## src/sv/sobel_pkg.sv

```systemverilog
// Shared types and constants for the Sobel edge detector.
package sobel_pkg;

    localparam int PIXEL_BITS = 8;
    localparam int GRAD_W     = 11;
    localparam int MAG_W      = 11;
    localparam int SQ_W       = 22;
    localparam int SQRT_STEPS = SQ_W / 2;
    localparam int STEP_W     = $clog2(SQRT_STEPS + 1);
    localparam int CFG_W      = 16;
    localparam int WIDTH_W    = 11;
    localparam int HEIGHT_W   = 16;
    localparam int OUT_DATA_W = 40;

    // Configuration register indexes.
    localparam logic CFG_IMAGE_WIDTH  = 1'b0;
    localparam logic CFG_IMAGE_HEIGHT = 1'b1;

    // Commands from the controller to the datapath.
    typedef struct packed {
        logic capture;
        logic shift;
        logic grad;
        logic sq_x;
        logic sq_sum;
        logic sqrt_step;
        logic load_out;
    } sobel_cmd_t;

    // Status from the datapath to the controller.
    typedef struct packed {
        logic sqrt_last;
        logic out_free;
    } sobel_stat_t;

endpackage

```

## src/sv/sobel_ctrl.sv

```systemverilog
// Controller state machine that sequences one pixel through the datapath.
module sobel_ctrl (
    input  logic              aclk,
    input  logic              aresetn,
    input  logic              s_tvalid,
    output logic              s_tready,
    input  sobel_pkg::sobel_stat_t stat,
    output sobel_pkg::sobel_cmd_t  cmd
);
    import sobel_pkg::*;

    typedef enum logic [2:0] {
        ST_IDLE, ST_SHIFT, ST_GRAD, ST_SQX, ST_SQS, ST_SQRT, ST_DONE
    } state_t;

    state_t state_reg;

    assign s_tready = (state_reg == ST_IDLE);

    // Decode commands from the current state.
    always_comb begin
        cmd = '0;
        unique case (state_reg)
            ST_IDLE:  cmd.capture   = s_tvalid;
            ST_SHIFT: cmd.shift     = 1'b1;
            ST_GRAD:  cmd.grad      = 1'b1;
            ST_SQX:   cmd.sq_x      = 1'b1;
            ST_SQS:   cmd.sq_sum    = 1'b1;
            ST_SQRT:  cmd.sqrt_step = 1'b1;
            ST_DONE:  cmd.load_out  = stat.out_free;
            default:  cmd = '0;
        endcase
    end

    // State register.
    always_ff @(posedge aclk) begin
        if (!aresetn) begin
            state_reg <= ST_IDLE;
        end else begin
            unique case (state_reg)
                ST_IDLE:  if (s_tvalid) state_reg <= ST_SHIFT;
                ST_SHIFT: state_reg <= ST_GRAD;
                ST_GRAD:  state_reg <= ST_SQX;
                ST_SQX:   state_reg <= ST_SQS;
                ST_SQS:   state_reg <= ST_SQRT;
                ST_SQRT:  if (stat.sqrt_last) state_reg <= ST_DONE;
                ST_DONE:  if (stat.out_free) state_reg <= ST_IDLE;
                default:  state_reg <= ST_IDLE;
            endcase
        end
    end

endmodule

```

## config.mk

```make
export PLATFORM = sky130hd
export DESIGN_NAME = sobel_ctrl
export DESIGN_NICKNAME = d
export VERILOG_FILES = /design/src/sv/sobel_pkg.sv /design/src/sv/sobel_ctrl.sv
export SDC_FILE = /design/constraint.sdc
export NUM_CORES = 1
export LEC_CHECK = 0
export BUFFER_PORTS_ARGS = -buffer_cell sky130_fd_sc_hd__buf_2
export CELL_PAD_IN_SITES_DETAIL_PLACEMENT = 1
export CELL_PAD_IN_SITES_GLOBAL_PLACEMENT = 2
export CORE_AREA = 2 2 39 41
export DETAILED_ROUTE_END_ITERATION = 10
export DIE_AREA = 0 0 41 43
export PLACE_DENSITY = 0.62
export SLEW_MARGIN = 5
export SYNTH_ARGS = -nofsm -noshare
export SYNTH_HDL_FRONTEND = slang
export SYNTH_SLANG_ARGS = --single-unit
```

## constraint.sdc

```tcl
create_clock -name aclk -period 1.6 [get_ports aclk]
set_input_delay 0.16 -clock aclk [delete_from_list [all_inputs] [get_ports aclk]]
set_output_delay 0.16 -clock aclk [all_outputs]
set_load 0.005 [all_outputs]
```

# == Yosys cells after proc, flatten, opt, wreduce, memory -nomap -nowiden ==
# Index checks and enable logic that the tools add are counted.
# classes
n_eq_ne,9
mux,11
reduce_logical,2
# op_table
operator,n
case mux 3 bit (7 select lines),1
"== test 3 bit, second input constant",3
two-way mux 3 bit,3
two-way mux 1 bit,7
"== test 3 x 2 -> 1 bit, second input constant",2
"!= test 2 bit, second input constant",3
"== test 3 x 1 -> 1 bit, second input constant",1
zero test 3 bit,1
AND reduction 3 bit,1
# totals
register_bits,3
input_bits,5
elab_cells,23

# == Longest topological paths before layout ==
# depth
depth_word,3
mapped_depth,4

# == Worst setup path after synthesis ==
# No wires, ideal clock.
# synth_timing
path_kind,reg2out
startpoint,register state_reg[2]
endpoint,output port cmd[6] in the netlist's numbering
arrival_ps,853
required_ps,1440
setup_slack_ps,587
path_stages_with_launch,4
path_buffers,1
cell_sequence,dfxtp_1 buf_4 nor3_1 and2_1
# synth_rtl
element,line_no,rtl
"start, declared",sobel_ctrl.sv:16,state_t state_reg;
"start signal, assigned",sobel_ctrl.sv:38,state_reg <= ST_IDLE;
"start signal, assigned",sobel_ctrl.sv:41,ST_IDLE: if (s_tvalid) state_reg <= ST_SHIFT;
"start signal, assigned",sobel_ctrl.sv:42,ST_SHIFT: state_reg <= ST_GRAD;
"end, declared",sobel_ctrl.sv:8,output sobel_pkg::sobel_cmd_t cmd

==> key figures <==
Run status
  – Result of the run: finished clean

Yosys
  – Netlist Area Pre-Place: ~230 um^2
  – Cell type contributing the most total cell area after synthesis: dfxtp_1
  – Portion of the post-synthesis area used by sequential elements: 0.2595
  – Post-synth ARST share: 0
  – Synth cell types: 19
  – Nets in the synthesized netlist: 33
  – Number of synthesis warnings: 0
  – Proportion of netlist area held by the largest area contributor: 0.2595
  – Average footprint of a synthesized cell: approximately 8.3 um^2
  – Post-Synthesis Cells: 28
  – Top-count cell post-synth: nor3b_1
  – Count of flip-flops with a built-in enable after synthesis: 0
  – Commonest cells in the netlist: nor3b_1, dfxtp_1
  – Leading post-synthesis cells by cell area: dfxtp_1, nor3b_1, buf_4
  – Most frequently used flop master after synthesis: dfxtp_1
  – #FFs+latches synth: 3

Cells and area
  – Layout overhead on the synthesized area: 34.59%
  – Largest register FFs: 3
  – Final net count: 47
  – Number of fill cells in the layout: around 180
  – Number of inserted diodes: 0
  – Share of post-route cells with drive strength above 1: 0.3902

Place
  – HPWL Detailed: between 400 and 500 um
  – Final weighted congestion of routability-driven global placement: approximately 0.76
  – Count of input and output buffers: 12

Global route
  – Global-route wire length before repair: between 900 and 1000 um
  – Tot GR Track Use: 0.08517
  – Remaining global-route overflow: 0
  – Via count of the first global-routing pass: approximately 230
  – Initial antenna violation count: 0
  – Maximum number of pins on one net before global-route repair: 14

Power and ir drop
  – Worst supply voltage drop on vdd: 350.6 uV
  – Part of the power in combinational logic: 0.224
  – Power per standard cell area: 986.4 nW/um^2
  – Overall power after layout: slightly above 0.3 mW
  – Lkg Pwr: around 0.15 nW
  – Switching component of the power: about 0.09 mW
  – Internal power component: between 0.2 and 0.25 mW
  – Seq pwr share: 0.347
  – Portion of total power attributed to the clock network: 0.428
  – Switching share of power: 0.2906

Route
  – Routed vias: 248
  – Post-route DRC violation count: 0
  – Length of the first detailed-routing pass in iterations: 2
  – Final wirelength: between 500 and 600 um
  – Final ANT Viol Nets: 0
  – Detailed-route wire length per cell: 10.05 um
  – Via density: 4.351
  – Number of DRC markers in iteration 0: 1

CTS
  – Post-CTS sizing: 0
  – Number of CTS-inserted buffers: 3
  – Root buffer cell: clkbuf_4
  – Hold-fix buffers at CTS: 0
  – TritonCTS Sinks: 3
  – TritonCTS clock tree: yes
  – Count of H-tree levels built during CTS: 1
  – Register clock-pin slew on the reported worst setup and hold paths: around 30 ps
  – Clk buf depth: 2
  – Clock latency on the worst-skew pair: around 230 ps
  – Number of buffers inserted to repair setup after CTS: 0

STA
  – Aggregate negative setup slack: 0 ps
  – Max Clk Rate: ~0.73 GHz
  – Final setup violation count: 0
  – Clock skew after layout: 0.06063 ps
  – Slew headroom: 0.7587
  – Final min period: about 1400 ps
  – RSZ-0062 raised after global routing: no
  – Hold Violations, Final: 0
  – Actual slew at the worst max-slew pin: 361.5 ps
  – Min Hold Slack: roughly 180 ps
  – Number of pins with negative max-slew slack in the final report: 0
  – Part of the cycle the worst path needs: 0.8557

Hold path
  – Hold Crit Depth: 3
  – Hold path startpoint: stat[1]
  – Worst Hold Class: input port to register
  – Hold-critical path endpoint: state_reg[1]$_SDFFE_PN0P_

Critical path
  – Depth of the most critical reg-to-reg path: 3
  – Register-to-register setup slack: 540 ps
  – FF-to-FF End: state_reg[2]$_SDFFE_PN0P_
  – Required time of the critical path: 1440 ps
  – Element type at the critical path start: register
  – Data arrival time of the worst path: 1210 ps
  – Capturing element type of the critical path: output pin
  – Setup CP Type: register to output pin
  – Worst flop-to-flop path startpoint: state_reg[2]$_SDFFE_PN0P_
  – Largest driver fanout on the critical path: 12

Floorplanning
  – Effective utilization at floorplan: 0.1673
  – I/O pin count: 13
  – Floorplan die height: ~43 um
  – Area enclosed by the die boundary: ~1800 um^2
  – Horiz. Die Dim: about 40 um
  – Core ar.: 1384 um^2
  – Row count: 14

Run
  – Max capacitance violation total: 0
## worst max-delay path, stage by stage (launching register included)
cell,delay [ps]
dfxtp_1,520
nand2_1,130
nor3b_1,190
buf_2,140
## logic make-up after synthesis
| group | Yosys count | synth area share |
|---|---|---|
| buffers and inverters | 4 | 0.1297 |
| AND/OR/NAND/NOR | 13 | 0.3514 |
| flip-flops | 3 | 0.2595 |
| multiplexers | 1 | 0.04324 |
| AO/OA/AOI/OAI | 7 | 0.2162 |
## routing by layer
layer,vias up,GRT usage,wire length (um)
li1,127,-,-
met1,111,0.1086,263
met4,0,0.06000,10
met2,8,0.09375,259
met3,2,0.06283,40
met5,-,0,0
## power by group through the flow
stage / Sequential (mW) / Clock [mW] / Combinational (mW)
floorplan: 0.0891 / 0 / 0.0682
global placement: 0.107 / 0 / 0.0702
detailed placement: 0.108 / 0 / 0.0700
CTS: 0.107 / 0.140 / 0.0706
global route: 0.111 / 0.151 / 0.0803
finish: 0.107 / 0.132 / 0.0690
## through the flow
step                        util  setup WS, ps  cell area, um^2  cells
after global routing      0.2251         60.43            311.5     57
after floorplan                -         587.0            231.5     28
after detailed placement  0.2061         476.6            285.3     53
after global placement    0.2061         474.3            285.3     53
after CTS                 0.2251         213.8            311.5     57
final                     0.2251         230.9            311.5     57
## final cells by class
class | count | area [um^2] | area share
repair buffers | 12 | 60.06 | 0.1928
well taps | 16 | 20.02 | 0.06426
flip-flops and latches | 3 | 60.06 | 0.1928
inverters | 1 | 3.754 | 0.01205
clock buffers | 4 | 26.28 | 0.08434
multi-input cells | 21 | 141.4 | 0.4538
## cells in the final DEF, fill, tap and decap left out, types with 2 or more instances in the layout
cell	count
buf_2	12
nor3b_1	4
clkbuf_4	3
dfxtp_1	3
nand2_1	2
nor2_1	2
a21oi_1	2
## how the worst max path moves through the flow
stage,slack [ps],end,cells past startpoint,start
2_1_floorplan,590,cmd[6],3,state_reg[2]$_SDFFE_PN0P_
3_5_place_dp,480,cmd[0],3,state_reg[2]$_SDFFE_PN0P_
3_3_place_gp,470,cmd[0],3,state_reg[2]$_SDFFE_PN0P_
6_report,230,cmd[0],3,state_reg[2]$_SDFFE_PN0P_
5_1_grt,60,cmd[0],3,state_reg[2]$_SDFFE_PN0P_
4_1_cts,210,cmd[0],3,state_reg[2]$_SDFFE_PN0P_
No activity file was read; power rests on OpenSTA's default activity.
